<file path="src/hw/rtl/depth_buffer_to_point_cloud_core_macros.svh">
// Assertion macros for the depth buffer unprojection core.
`ifndef DEPTH_BUFFER_TO_POINT_CLOUD_CORE_MACROS_SVH
`define DEPTH_BUFFER_TO_POINT_CLOUD_CORE_MACROS_SVH

// Property that holds at every rising clock edge outside reset.
`define DBPC_ASSERT(lbl, expr) \
  lbl: assert property (@(posedge clk) disable iff (rst) (expr)) else $error("dbpc check failed");

// Implication checked in the same cycle.
`define DBPC_ASSERT_IMP(lbl, ante, cons) \
  lbl: assert property (@(posedge clk) disable iff (rst) (ante) |-> (cons)) \
    else $error("dbpc check failed");

`endif

</file>
<file path="src/hw/rtl/dbpc_pkg.sv">
`timescale 1ns / 1ps
package dbpc_pkg;

  localparam int MAX_WIDTH_DEF  = 4096;
  localparam int MAX_HEIGHT_DEF = 4096;
  localparam int DEPTH_BITS_DEF = 24;
  localparam int QUEUE_DEPTH    = 4;

  localparam logic [2:0] REG_FOCAL_U      = 3'd0;
  localparam logic [2:0] REG_FOCAL_V      = 3'd1;
  localparam logic [2:0] REG_NEAR_PLANE   = 3'd2;
  localparam logic [2:0] REG_FAR_PLANE    = 3'd3;
  localparam logic [2:0] REG_IMAGE_WIDTH  = 3'd4;
  localparam logic [2:0] REG_IMAGE_HEIGHT = 3'd5;

  localparam logic [23:0] FOCAL_RST  = 24'd256;
  localparam logic [31:0] NEAR_RST   = 32'd65536;
  localparam logic [31:0] FAR_RST    = 32'd1310720;
  localparam logic [12:0] SIZE_RST   = 13'd1;

  typedef struct packed {
    logic [23:0] focal_u;
    logic [23:0] focal_v;
    logic [31:0] near_plane;
    logic [31:0] far_plane;
  } cam_cfg_t;

endpackage

</file>
<file path="src/hw/rtl/dbpc_front.sv">
`timescale 1ns / 1ps
module dbpc_front #(
  parameter int MAX_WIDTH  = dbpc_pkg::MAX_WIDTH_DEF,
  parameter int MAX_HEIGHT = dbpc_pkg::MAX_HEIGHT_DEF,
  parameter int DEPTH_BITS = dbpc_pkg::DEPTH_BITS_DEF,
  parameter int OW         = 14
) (
  input  logic                  clk,
  input  logic                  rst,
  input  logic                  in_valid,
  output logic                  in_stall,
  input  logic [DEPTH_BITS-1:0] depth_sample,
  input  logic                  frame_start,
  input  logic [12:0]           image_width,
  input  logic [12:0]           image_height,
  input  logic                  q_full,
  output logic                  q_push,
  output logic [DEPTH_BITS-1:0] q_depth,
  output logic [OW-1:0]         q_du,
  output logic [OW-1:0]         q_dv,
  output logic                  q_fe
);
  localparam int WW = $clog2(MAX_WIDTH + 1);
  localparam int WH = $clog2(MAX_HEIGHT + 1);

  logic [WW-1:0] column_count, column_count_next, w, c0, c1, c3;
  logic [WH-1:0] row_count, row_count_next, h, r0, r1, r2, r3;

  assign in_stall = q_full;
  assign q_push   = in_valid && !q_full;
  assign q_depth  = depth_sample;

  always_comb begin
    if (image_width == '0) begin
      w = WW'(1);
    end else if (32'(image_width) > MAX_WIDTH) begin
      w = WW'(MAX_WIDTH);
    end else begin
      w = WW'(image_width);
    end
    if (image_height == '0) begin
      h = WH'(1);
    end else if (32'(image_height) > MAX_HEIGHT) begin
      h = WH'(MAX_HEIGHT);
    end else begin
      h = WH'(image_height);
    end

    c0 = frame_start ? '0 : column_count;
    r0 = frame_start ? '0 : row_count;
    if (c0 >= w) begin
      c1 = '0;
      r1 = r0 + 1'b1;
    end else begin
      c1 = c0;
      r1 = r0;
    end
    r2 = (r1 >= h) ? '0 : r1;

    q_du = OW'(c1) - OW'(w >> 1);
    q_dv = OW'(h) - OW'(r2) - OW'(h >> 1);
    q_fe = (c1 == w - 1'b1) && (r2 == h - 1'b1);

    c3 = c1 + 1'b1;
    r3 = r2 + 1'b1;
    if (c3 >= w) begin
      column_count_next = '0;
      row_count_next    = (r3 >= h) ? '0 : r3;
    end else begin
      column_count_next = c3;
      row_count_next    = r2;
    end
  end

  always_ff @(posedge clk) begin
    if (rst) begin
      column_count <= '0;
      row_count    <= '0;
    end else if (q_push) begin
      column_count <= column_count_next;
      row_count    <= row_count_next;
    end
  end
endmodule

</file>
<file path="config.mk">
export PLATFORM = sky130hd
export DESIGN_NAME = dbpc_front
export DESIGN_NICKNAME = d
export VERILOG_FILES = /design/src/hw/rtl/depth_buffer_to_point_cloud_core_macros.svh /design/src/hw/rtl/dbpc_pkg.sv /design/src/hw/rtl/dbpc_front.sv
export SDC_FILE = /design/constraint.sdc
export NUM_CORES = 1
export LEC_CHECK = 0
export BUFFER_PORTS_ARGS = -buffer_cell sky130_fd_sc_hd__clkbuf_2
export CAP_MARGIN = 20
export CORE_UTILIZATION = 40
export CTS_CLUSTER_SIZE = 40
export DETAILED_ROUTE_END_ITERATION = 8
export SLEW_MARGIN = 20
export SYNTH_ARGS = -nofsm -noshare
export SYNTH_HDL_FRONTEND = slang
export SYNTH_SLANG_ARGS = --single-unit
</file>
<file path="constraint.sdc">
create_clock -name clk -period 8.4 [get_ports clk]
set_input_delay 0.84 -clock clk [delete_from_list [all_inputs] [get_ports clk]]
set_output_delay 0.84 -clock clk [all_outputs]
set_load 0.005 [all_outputs]
</file>
==> out/metrics.cfg <==
[pwr]
pwr-share-comb_pct=56.5
internal_power_mw=0.3218
finalPower_mw=0.5486
power_frac_seq_pct=23.7
p_leak_nw=2.953
p_sw_share_pct=41.35
pwr_density_cell_nw_per_um2=81.29
clockPowerShare_pct=19.8
vdd_ir_drop_max_uv=59.65
power.switching_mw=0.2269

[synth]
ys_types=74
synth_common_cells=nand2_1, ha_1, nor2_1, inv_1, xnor2_1
synth_top_cell_by_area=ha_1
synth-main-ff-cell=dfxtp_1
yosys_register_bits=26
syn_area_um2=6243
yosysMostFrequentCell=nand2_1
syn_avg_cell_area_um2=7.152
yosysSeqAreaShare_pct=8.337
synth.area.top_cells=ha_1, dfxtp_1, xnor2_1
syn_nets=1024
async_flop_share_pct=0
syn_inst=873
synth-edff-count=0
ys_warn_count=0
synth_top_area_share_pct=17.23

[placed_design]
pre_cts_slack_ns=0.2705
placed_cells=1091
gp_routability_congestion=0.8986
dpl_cell_area_um2=6628
numPortBuffers=61
dp_hpwl_um=15160

[cts]
root_buffer=clkbuf_16
cts_tree=yes
cts_setup_buffers=0
ctsResizeCount=0
cts_max_path_buffers=2
cts_max_level=1
ctsHoldBuffers=0
clk_pin_slew_ns=0.07
cts.sinks=26
clock_latency_ns=0.27
cts-buffers-inserted=3

[global_routing]
antenna_found_initial=0
overflow=0
grt_max_degree=28
track_usage_pct=23.27
grt_pass1_vias=5837
grt_pass1_wl_um=30140

[floorplan]
num_rows=45
die_w_um=126.9
ios=110
chipHeight_um=126.9
core_um2=15200
start_util_pct=41.07
fp.dieArea_um2=16110

[finish]
fin_cells=1094
n_antenna_cell=0
drive_above_1_share_pct=14.24
nNetsFinal=1059
stdcell_area_um2=6749
post-route-util_pct=44.40
area_growth_pct=8.096

[sta]
finalSetupViolations=0
holdWs_ns=0.4988
slew_headroom_pct=48.23
setup-tns-final_ns=0
tightest_slew_ns=0.7684
fin_crit_ns=7.943
hold_violations=0
final_max_slew_viol_count=0
max_freq_ghz=0.1259
setup_ws_ns=0.4566
period_share_pct=94.56
skew_ns=0.005225
rsz0062_at_grt=false

[run]
drv_cap=0

[worst_setup_path]
startpoint_type=input port
cp_data_arrival_time_ns=7.10
max_stage_delay_ns=0.58
crit_top_cell=nor2_1
cp_data_required_time_ns=7.56
cp-end-kind=output port
crit_fanout=7
critical_path_class=in -> out
cpMaxStageDelayCell=or4_4

[status]
status=complete, no violations

[routing]
dr.pass1.iters=5
wire_per_inst_um=16.72
dr_total_vias=6259
avgViaCountPerCell=5.721
dr.first_iter.drc_count=331
ant_nets=0
routed_wl_um=18290
drc=0

[hold_path]
hold_path_class=reg -> reg

critical path: cells and delay by family:
kind                     cells  cell delay, ns
AND/OR/NAND/NOR             13            2.51
adder cells (fa/ha/maj)      4            1.06
XOR/XNOR                     1            0.15
buffers and inverters        4            0.43
AO/OA/AOI/OAI               12            2.12
kinds of logic after synthesis:
| logic type | after synthesis | share of synthesized area (%) |
|---|---|---|
| muxes | 13 | 2.445 |
| xor gates and xnor gates | 68 | 9.539 |
| AOI/OAI and AO/OA | 203 | 22.24 |
| adders and majority gates | 96 | 20.44 |
| and+or+nand+nor | 342 | 27.15 |
| buffers and inverters | 125 | 9.839 |
| DFF | 26 | 8.337 |
worst paths after layout:
kind / to / from / depth (start not counted) / slack [ns]
setup reg to reg: row_count[3] / column_count[12] / 30 / 1.68
setup / recovery: q_dv[12] / image_width[6] / 34 / 0.46
hold reg to reg: column_count[4] / column_count[4] / 2 / 0.50
hold / removal: column_count[4] / column_count[4] / 2 / 0.50
registers in the layout, summed over array words and instances, names as in the netlist:
signal / flops
column_count: 13
row_count: 13
power by group through the flow:
stage / Sequential (mW) / Clock (mW) / Combinational [mW]
floorplan: 0.131 / 0 / 0.214
global placement: 0.133 / 0 / 0.305
detailed placement: 0.133 / 0 / 0.304
CTS: 0.130 / 0.112 / 0.307
global route: 0.131 / 0.116 / 0.348
finish: 0.130 / 0.109 / 0.310
per-layer routing:
metal  part of all wire [%]  global-route usage, %  up-vias
met4                    2.6                  8.123        0
li1                       -                      -     3166
met5                      0                      0        -
met1                     45                  30.33     2884
met3                    4.3                  1.687       27
met2                     48                  40.34      182
layout make-up:
class / count / area, um^2
fillers: 1640 / 8453
multi-input cells: 722 / 5155
flip-flops and latches: 26 / 520.5
repair buffers: 89 / 515.5
inverters: 66 / 247.7
well taps: 188 / 235.2
clock buffers: 3 / 75.07
layout by cell type, fill, tap and decap left out, types with 4 or more instances in the layout:
| cell type | instances |
|---|---|
| mux2i_1 | 7 |
| nand3_1 | 32 |
| a21oi_2 | 4 |
| clkbuf_2 | 61 |
| o21bai_1 | 6 |
| xor2_1 | 19 |
| xnor2_1 | 49 |
| a211oi_1 | 10 |
| nand4_1 | 13 |
| mux2_2 | 4 |
| a21oi_1 | 44 |
| nor2_1 | 80 |
| nor2b_1 | 27 |
| a31oi_1 | 5 |
| or3_1 | 6 |
| nor3_1 | 20 |
| buf_4 | 28 |
| o31ai_1 | 8 |
| a21o_1 | 6 |
| o211ai_1 | 9 |
| o21ai_0 | 37 |
| a22oi_1 | 17 |
| and2_1 | 10 |
| nand2_1 | 94 |
| a21boi_0 | 4 |
| fa_1 | 10 |
| nor4_1 | 14 |
| and4_1 | 4 |
| and3_1 | 9 |
| inv_1 | 65 |
| dfxtp_1 | 26 |
| a221oi_1 | 4 |
| ha_1 | 86 |
| o22ai_1 | 5 |
| or2_2 | 7 |
| nand2b_1 | 4 |
| o21a_1 | 8 |
Power figures use the tool's default switching activity.
