`src/hw/rtl/depth_buffer_to_point_cloud_core_macros.svh`:
```
// Assertion macros for the depth buffer unprojection core.
`ifndef DEPTH_BUFFER_TO_POINT_CLOUD_CORE_MACROS_SVH
`define DEPTH_BUFFER_TO_POINT_CLOUD_CORE_MACROS_SVH

// Property that holds at every rising clock edge outside reset.
`define DBPC_ASSERT(lbl, expr) \
  lbl: assert property (@(posedge clk) disable iff (rst) (expr)) else $error("dbpc check failed");

// Implication checked in the same cycle.
`define DBPC_ASSERT_IMP(lbl, ante, cons) \
  lbl: assert property (@(posedge clk) disable iff (rst) (ante) |-> (cons)) \
    else $error("dbpc check failed");

`endif

```
`src/hw/rtl/dbpc_pkg.sv`:
```
`timescale 1ns / 1ps
package dbpc_pkg;

  localparam int MAX_WIDTH_DEF  = 4096;
  localparam int MAX_HEIGHT_DEF = 4096;
  localparam int DEPTH_BITS_DEF = 24;
  localparam int QUEUE_DEPTH    = 4;

  localparam logic [2:0] REG_FOCAL_U      = 3'd0;
  localparam logic [2:0] REG_FOCAL_V      = 3'd1;
  localparam logic [2:0] REG_NEAR_PLANE   = 3'd2;
  localparam logic [2:0] REG_FAR_PLANE    = 3'd3;
  localparam logic [2:0] REG_IMAGE_WIDTH  = 3'd4;
  localparam logic [2:0] REG_IMAGE_HEIGHT = 3'd5;

  localparam logic [23:0] FOCAL_RST  = 24'd256;
  localparam logic [31:0] NEAR_RST   = 32'd65536;
  localparam logic [31:0] FAR_RST    = 32'd1310720;
  localparam logic [12:0] SIZE_RST   = 13'd1;

  typedef struct packed {
    logic [23:0] focal_u;
    logic [23:0] focal_v;
    logic [31:0] near_plane;
    logic [31:0] far_plane;
  } cam_cfg_t;

endpackage

```
`src/hw/rtl/dbpc_fifo.sv`:
```
`timescale 1ns / 1ps
module dbpc_fifo #(
  parameter int W     = 8,
  parameter int DEPTH = dbpc_pkg::QUEUE_DEPTH
) (
  input  logic                         clk,
  input  logic                         rst,
  input  logic                         push,
  input  logic [W-1:0]                 wdata,
  output logic                         full,
  input  logic                         pop,
  output logic [W-1:0]                 rdata,
  output logic                         empty,
  output logic [$clog2(DEPTH+1)-1:0]   level
);
  localparam int AW = (DEPTH > 1) ? $clog2(DEPTH) : 1;
  localparam int LW = $clog2(DEPTH+1);

  logic [W-1:0]  mem [DEPTH];
  logic [AW-1:0] wp, rp;

  assign full  = (level == LW'(DEPTH));
  assign empty = (level == '0);

  always_ff @(posedge clk) begin
    if (push) begin
      mem[wp] <= wdata;
    end
    if (pop) begin
      rdata <= mem[rp];
    end
  end

  always_ff @(posedge clk) begin
    if (rst) begin
      wp    <= '0;
      rp    <= '0;
      level <= '0;
    end else begin
      if (push) begin
        wp <= (wp == AW'(DEPTH-1)) ? '0 : wp + 1'b1;
      end
      if (pop) begin
        rp <= (rp == AW'(DEPTH-1)) ? '0 : rp + 1'b1;
      end
      if (push && !pop) begin
        level <= level + 1'b1;
      end else if (pop && !push) begin
        level <= level - 1'b1;
      end
    end
  end
endmodule

```
`config.mk`:
```
export PLATFORM = sky130hd
export DESIGN_NAME = dbpc_fifo
export DESIGN_NICKNAME = d
export VERILOG_FILES = /design/src/hw/rtl/depth_buffer_to_point_cloud_core_macros.svh /design/src/hw/rtl/dbpc_pkg.sv /design/src/hw/rtl/dbpc_fifo.sv
export SDC_FILE = /design/constraint.sdc
export NUM_CORES = 1
export LEC_CHECK = 0
export ABC_AREA = 1
export CORE_MARGIN = 3
export CORE_UTILIZATION = 55
export DETAILED_ROUTE_END_ITERATION = 16
export DONT_BUFFER_PORTS = 1
export GPL_TIMING_DRIVEN = 1
export PLACE_DENSITY = 0.7
export SLEW_MARGIN = 20
export SYNTH_ARGS = -nofsm -noshare
export SYNTH_HDL_FRONTEND = slang
export SYNTH_SLANG_ARGS = --single-unit
```
`constraint.sdc`:
```
create_clock -name clk -period 2.06 [get_ports clk]
set_input_delay 0.309 -clock clk [delete_from_list [all_inputs] [get_ports clk]]
set_output_delay 0.309 -clock clk [all_outputs]
set_load 0.05 [all_outputs]
```
==> results of run 1 <==
## logic make-up (layout without fill, tap and decap cells)
family	Yosys count	count (layout)
flops	47	47
compound gates	31	31
xor+xnor	1	1
fa+ha+maj	7	7
buf+inv	19	37
simple gates	36	36
## flip-flops by register name (all words and copies together), names as in the netlist
| signal | cells |
|---|---|
| rdata | 8 |
| wp | 2 |
| rp | 2 |
| level | 3 |
| mem | 32 |
## layout by cell type (no fill, tap or decap), drive strengths merged, types with 6 or more instances in the layout
cell type and instances:
ha 6, nor2 22, inv 17, nand2 8, dlygate4sd3 7, edfxtp 40
buf 6, o21ai 19, o22ai 8, dfxtp 7
## report_power, final
| part | switching, mW | internal [mW] |
|---|---|---|
| logic | 0.177 | 0.0936 |
| clock network | 0.304 | 0.260 |
| registers | 0.0941 | 1.10 |
| total | 0.575 | 1.45 |
## final cells by class
class	count	area share
multi-input cells	75	0.231
clock inverters	3	0.0214
clock buffers	5	0.0174
well taps	44	0.0255
inverters	16	0.0313
flip-flops and latches	47	0.620
repair buffers	13	0.0532
## metrics by stage
step,setup slack (ns),instance area (µm²),hold WS (ns)
finish,0.467,2160,0.0350
global placement,0.651,2010,0.382
floorplan,0.0634,1950,0.381
global route,0.409,2160,0.000158
CTS,0.452,2100,0.0197
detailed placement,0.565,2010,0.384
## per-layer routing
layer,up-vias,share of wire,global-route usage
met1,561,0.39,0.200
met3,8,0.036,0.0547
li1,532,-,-
met4,0,0.022,0.0907
met5,-,0,0
met2,22,0.56,0.284
## timing repair
item	CTS	global route
hold buffers	1	6
endpoints found under the hold margin	3	20
resized for setup	0	0
## worst max-delay path by stage
stage / start / end / slack (ns) / cells after the start
6_report: level[1]$_SDFFE_PP0P_ / full / 0.47 / 3
5_1_grt: level[1]$_SDFFE_PP0P_ / empty / 0.41 / 3
4_1_cts: level[1]$_SDFFE_PP0P_ / full / 0.45 / 3
3_5_place_dp: pop / level[2]$_SDFFE_PP0P_ / 0.56 / 8
3_3_place_gp: pop / level[2]$_SDFFE_PP0P_ / 0.65 / 10
2_1_floorplan: level[0]$_SDFFE_PP0P_ / empty / 0.06 / 1
==> metrics.md, run 1 <==
| Metric | Value |
|---|---|
| Status | completed |
| Async set-reset flop share out of synthesis | 0 |
| Post-DR vias/cell | 5.53 |
| Initial Utilization | 0.607 |
| Share of cells above drive strength 1 | 0.226 |
| Worst Hold Path EP | mem[2][0]$_DFFE_PP_ |
| Synth Area in Compound Gates | 0.116 |
| Vias in the first global route | 1092 |
| CP Class | flip-flop to primary output |
| RSZ-0062 raised after global routing | false |
| Final Hold Fails | 0 |
| First-pass GRT wire length | 5.26 mm |
| Remaining Overflow, GRT | 0 |
| I/O pin cnt | 25 |
| Most common cell in the netlist | edfxtp_1 |
| Clk sink count | 47 |
| Top_reg_cell synth | edfxtp_1 |
| CP arrival | 1.28 ns |
| DP HPWL | 2.09 mm |
| Die X | 65.5 µm |
| Largest net degree at the start of global routing | 17 |
| CTS tree | done |
| Gr usage total | 0.172 |
| Gp weighted congestion | 0.757 |
| Synthesis-to-finish area growth | 11.1% |
| Power Dens Cells | 937 mW/mm² |
| CP dominant cell by count | buf_4 |
| Sequential fraction of the synthesis area | 0.689 |
| CP max stage delay | roughly 0.33 ns |
| Cell area after synthesis | 0.00195 mm² |
| Tot Pwr | 2.03 mW |
| Count of pins over their slew limit | 0 |
| Biggest area consumer among synthesized cells | edfxtp_1 |
| Minimum clock period | 1.59 ns |
| Reg2Reg Setup Slack | between 0.6 and 0.7 ns |
| Post-Synth XOR/XNOR Area | 0.00450 |
| Leakage power | 0.815 nW |
| Final core utilization | 0.675 |
| EDFF count, synth | 40 |
| Rel. slew slack | 0.661 |
| Antenna Cells | 0 |
| CP max-delay cell | dfxtp_1 |
| Wire length per cell | 15.9 µm |
| Largest family of logic cells by synthesized area | compound AO/OA/AOI/OAI gates |
| Synth Instances | 141 |
| TritonRoute pass-1 iters | 4 |
| VDD IR max | 638 µV |
| Top post-synthesis cells by area | edfxtp_1 62%, dfxtp_1 7.2%, o22ai_2 5.1% |
| Worst Skew | between 0.007 and 0.008 ns |
| Drt drc | 0 |
| FF/Latch Area | 0.00134 mm² |
| Hold depth | 0 |
| CP cell instances | buf_4, nor3_2, buf_4 |
| Initial DRC count | 79 |
| R2R cell count | 3 |
| CP top delay family | buffers and inverters |
| Max_cap viols | 0 |
| Setup TNS | 0 ns |
| Critical Path End Type | primary output |
| Clk_lat worst skew | 0.36 ns |
| Post-route ant nets | 0 |
| DRT Wirelength | 3.24 mm |
| Core Footprint | 0.00320 mm² |
| Area of the multi-input gates | 499 µm² |
| Distinct cells, synth | 20 |
| Net Count, Synth | 160 |
| Worst-path clk slew | 0.14 ns |
| # nets final | 177 |
| Die height | 65.5 µm |
| Synth top area share | 0.617 |
| Max Buffers Root-to-Sink | 2 |
| H-tree levels | 2 |
| RR Endpoint | rdata[5]$_DFFE_PP_ |
| Final cell count without fillers | 203 |
| # setup viols final | 0 |
| FF-to-FF Start | rp[0]$_SDFFE_PP0P_ |
| Post-synthesis simple-gate area fraction | 0.0842 |
| Mux share of post-synthesis cell area | 0 |
| Clock root cell | clkbuf_4 |
| Top cells by count, synth | 40 x edfxtp_1, 16 x o21ai_0, 14 x inv_1, 14 x nor2_1 |
| I/O Buffers | 0 |
| Startpoint types | flip-flop |
| Initial antenna violation count | 0 |
| Post-synthesis register bit count | 47 |
| DR vias | approximately 1100 |
| CTS buffer count | 5 |
| Crit-path max FO | 5 |
| Worst-margin pin slew | 0.508 ns |
| Mapped Avg Cell Area | 13.8 µm² |
| Filler Cell Count | 247 |
| Placed cells | 188 |
| Die Footprint | 0.00429 mm² |
| Yosys warns | 0 |
| Worst Hold Class | input port to flip-flop |
| Hold path startpoint | wdata[0] |
| Setup Buffers After CTS | 0 |
| FMAX | 628 MHz |
| Synth Area in Adders | 0.0489 |
| Final period util | 0.773 |
| Buf+Inv Stages, Crit Path | 2 |
| WP data required | between 1.5 and 2 ns |
| Cell row count | 20 |
Note: power is estimated with default switching activity, not from simulation.
==> run 2, diff against run 1 <==
==> constraint.sdc (replaced) <==
create_clock -name clk -period 1.5 [get_ports clk]
set_input_delay 0.225 -clock clk [delete_from_list [all_inputs] [get_ports clk]]
set_output_delay 0.225 -clock clk [all_outputs]
set_load 0.05 [all_outputs]
==> run 2 against run 1 <==
  * Final cell count up 3.4%
  * Die area unchanged
  * Global-route usage fell by 0.17 points
  * Count of clock-buffer cells in the layout unchanged
  * Sequential power increased by 39%
  * Non-clock buffer count grew 7
  * Sequential share of layout area is 1.7 points lower
  * Clock skew shrank 0.0032 ns
  * Final area is 3.4% higher
  * Clock power fell by 2%
  * Routed wire length rose by 6.9%
  * Worst setup slack worse by 0.46 ns
  * Largest cell class unchanged
==> metrics.md, run 2 (synthesis gave the netlist of run 1 again) <==
| Metric | Value |
|---|---|
| Status | completed |
| CP max stage delay | 0.46 ns (+0.13 ns) |
| Most frequent cells in the layout | 40 x edfxtp_1, 16 x o21ai_0, 14 x nor2_1, 14 x inv_1, 10 x dlygate4sd3_1 |
| Worst-path clk slew | 0.13 ns (about the same) |
| DP HPWL | 2.11 mm (+0.89%) |
| Initial antenna violation count | 0 (unchanged) |
| Commonest non-fill, non-tap cell in the layout | edfxtp_1 |
| Die Footprint | 0.00429 mm² (unchanged) |
| Initial DRC count | 48 (-39%) |
| I/O pin cnt | 25 (unchanged) |
| FF/Latch Area | 0.00135 mm² (+0.56%) |
| Initial Utilization | 0.607 (unchanged) |
| H-tree levels | 2 (unchanged) |
| Top flop regs | mem x32, rdata x8, level x3 |
| TritonRoute pass-1 iters | 4 (unchanged) |
| CP arrival | 1.26 ns (-0.02 ns) |
| FMAX | 671 MHz |
| Post-route ant nets | 0 (unchanged) |
| Minimum clock period | 1.49 ns |
| Max Buffers Root-to-Sink | 2 (unchanged) |
| Share of cells above drive strength 1 | 0.259 (+0.0326) |
| Remaining Overflow, GRT | 0 (unchanged) |
| Rel. slew slack | 0.666 (+0.00477) |
| First-pass GRT wire length | 5.15 mm (-2.0%) |
| RSZ-0062 raised after global routing | true |
| Area of the multi-input gates | 515 µm² (+3.3%) |
| Gr usage total | 0.170 (-0.00167) |
| Crit-path max FO | 4 (-1) |
| # setup viols final | 0 (unchanged) |
| Final period util | 0.993 |
| Critical Path End Type | primary output |
| Leakage power | 0.841 nW (+3.3%) |
| Drt drc | 0 (unchanged) |
| Cell row count | 20 (unchanged) |
| CP cell instances | inv_1, nor3_2, buf_4 |
| Largest Register | mem |
| Setup TNS | 0 ns (unchanged) |
| Max_cap viols | 0 (unchanged) |
| Worst Hold Class | input port to flip-flop |
| Gp weighted congestion | 0.816 (+7.7%) |
| Antenna Cells | 0 (unchanged) |
| WP data required | 1.27 ns (-0.48 ns) |
| CP Class | flip-flop to primary output |
| Post-DR vias/cell | 5.47 (-1.1%) |
| Final Hold Fails | 0 (unchanged) |
| CTS tree | done |
| Worst Skew | 0.00404 ns (-0.00323 ns) |
| Worst-margin pin slew | 0.501 ns (-0.00714 ns) |
| # nets final | 184 (+4.0%) |
| Core Footprint | 0.00320 mm² (unchanged) |
| Max FFs per register | 32 (unchanged) |
| Design area | 0.00223 mm² (+3.4%) |
| Power Dens Cells | 1190 mW/mm² (+26%) |
| Count of pins over their slew limit | 0 (unchanged) |
| Die X | 65.5 µm (unchanged) |
| DR vias | 1149 (+2.3%) |
| Filler Cell Count | 245 (-0.81%) |
| Final core utilization | 0.698 (+0.0227) |
| Die height | 65.5 µm (unchanged) |
| Wire length per cell | 16.5 µm (+3.4%) |
| DP Area | 0.00202 mm² (+0.62%) |
| Clk sink count | 47 (unchanged) |
| CP max-delay cell | dfxtp_1 |
| VDD IR max | 708 µV (+11%) |
| Tot Pwr | 2.65 mW (+31%) |
| Vias in the first global route | 1121 (+2.7%) |
| I/O Buffers | 0 (unchanged) |
| Synthesis-to-finish area growth | 14.9% |
| Largest net degree at the start of global routing | 17 (unchanged) |
| Startpoint types | flip-flop |
| CTS buffer count | 5 (unchanged) |
| DRT Wirelength | 3.46 mm (+6.9%) |
| Clock root cell | clkbuf_4 |
| Clk_lat worst skew | 0.36 ns (about the same) |
run 2: changes by cell type in the layout (fill, tap and decap cells not counted), moves of 2 or more:
| cell | delta |
|---|---|
| buf_6 | +2 |
| dfxtp_4 | +2 |
| dfxtp_1 | -2 |
| dlygate4sd3_1 | +3 |
| clkinv_1 | +2 |
run 2: worst paths after layout:
check	slack (ns)	to	start	cells past startpoint
hold reg to reg	0.55	wp[1]$_SDFFE_PP0P_	wp[1]$_SDFFE_PP0P_	2
setup reg to reg	0.10	level[2]$_SDFFE_PP0P_	level[0]$_SDFFE_PP0P_	7
hold / removal	0.07	rp[1]$_SDFFE_PP0P_	rst	3
setup / recovery	0.01	full	level[2]$_SDFFE_PP0P_	3
run 2: power breakdown:
group / leakage (nW) / total [mW] / internal [mW] / switching [mW]
combinational: 0.384 / 0.454 / 0.178 / 0.276
clock: 0.0263 / 0.550 / 0.172 / 0.378
sequential: 0.432 / 1.65 / 1.51 / 0.133
run 2: final cells by class:
| type | count | share of cell area |
|---|---|---|
| clock inverters | 3 | 0.00672 |
| flip-flops and latches | 47 | 0.604 |
| well taps | 44 | 0.0246 |
| multi-input cells | 75 | 0.231 |
| inverters | 16 | 0.0302 |
| clock buffers | 5 | 0.0168 |
| repair buffers | 20 | 0.0873 |
run 2: metrics by stage:
stage	std cells	hold slack [ns]	worst slack, ns
global placement	189	0.299	0.176
global route	210	0.0558	-0.0576
CTS	207	0.0534	0.00358
finish	210	0.0698	0.0101
floorplan	141	0.297	-0.144
detailed placement	189	0.300	0.0737
run 2: what timing repair did:
| item | in CTS | in global routing |
|---|---|---|
| hold endpoints to repair | 43 | 0 |
| setup endpoints to repair | 1 | 2 |
| hold buffers | 10 | 0 |
| buffers inserted | 0 | 3 |
| pin swaps | 0 | 1 |
| gates cloned | 0 | 0 |
| gates resized for setup | 5 | 7 |
run 2: critical path, delay by kind of cell, from the launching register on:
kind,cells,cell delay (ns)
DFF,1,0.46
buffers and inverters,2,0.33
and+or+nand+nor,1,0.12
run 2: metal layers:
layer / global-route usage / wire [µm]
met1: 0.190 / 1380
met2: 0.297 / 1880
met3: 0.0598 / 144
met4: 0.0674 / 57
met5: 0 / 0
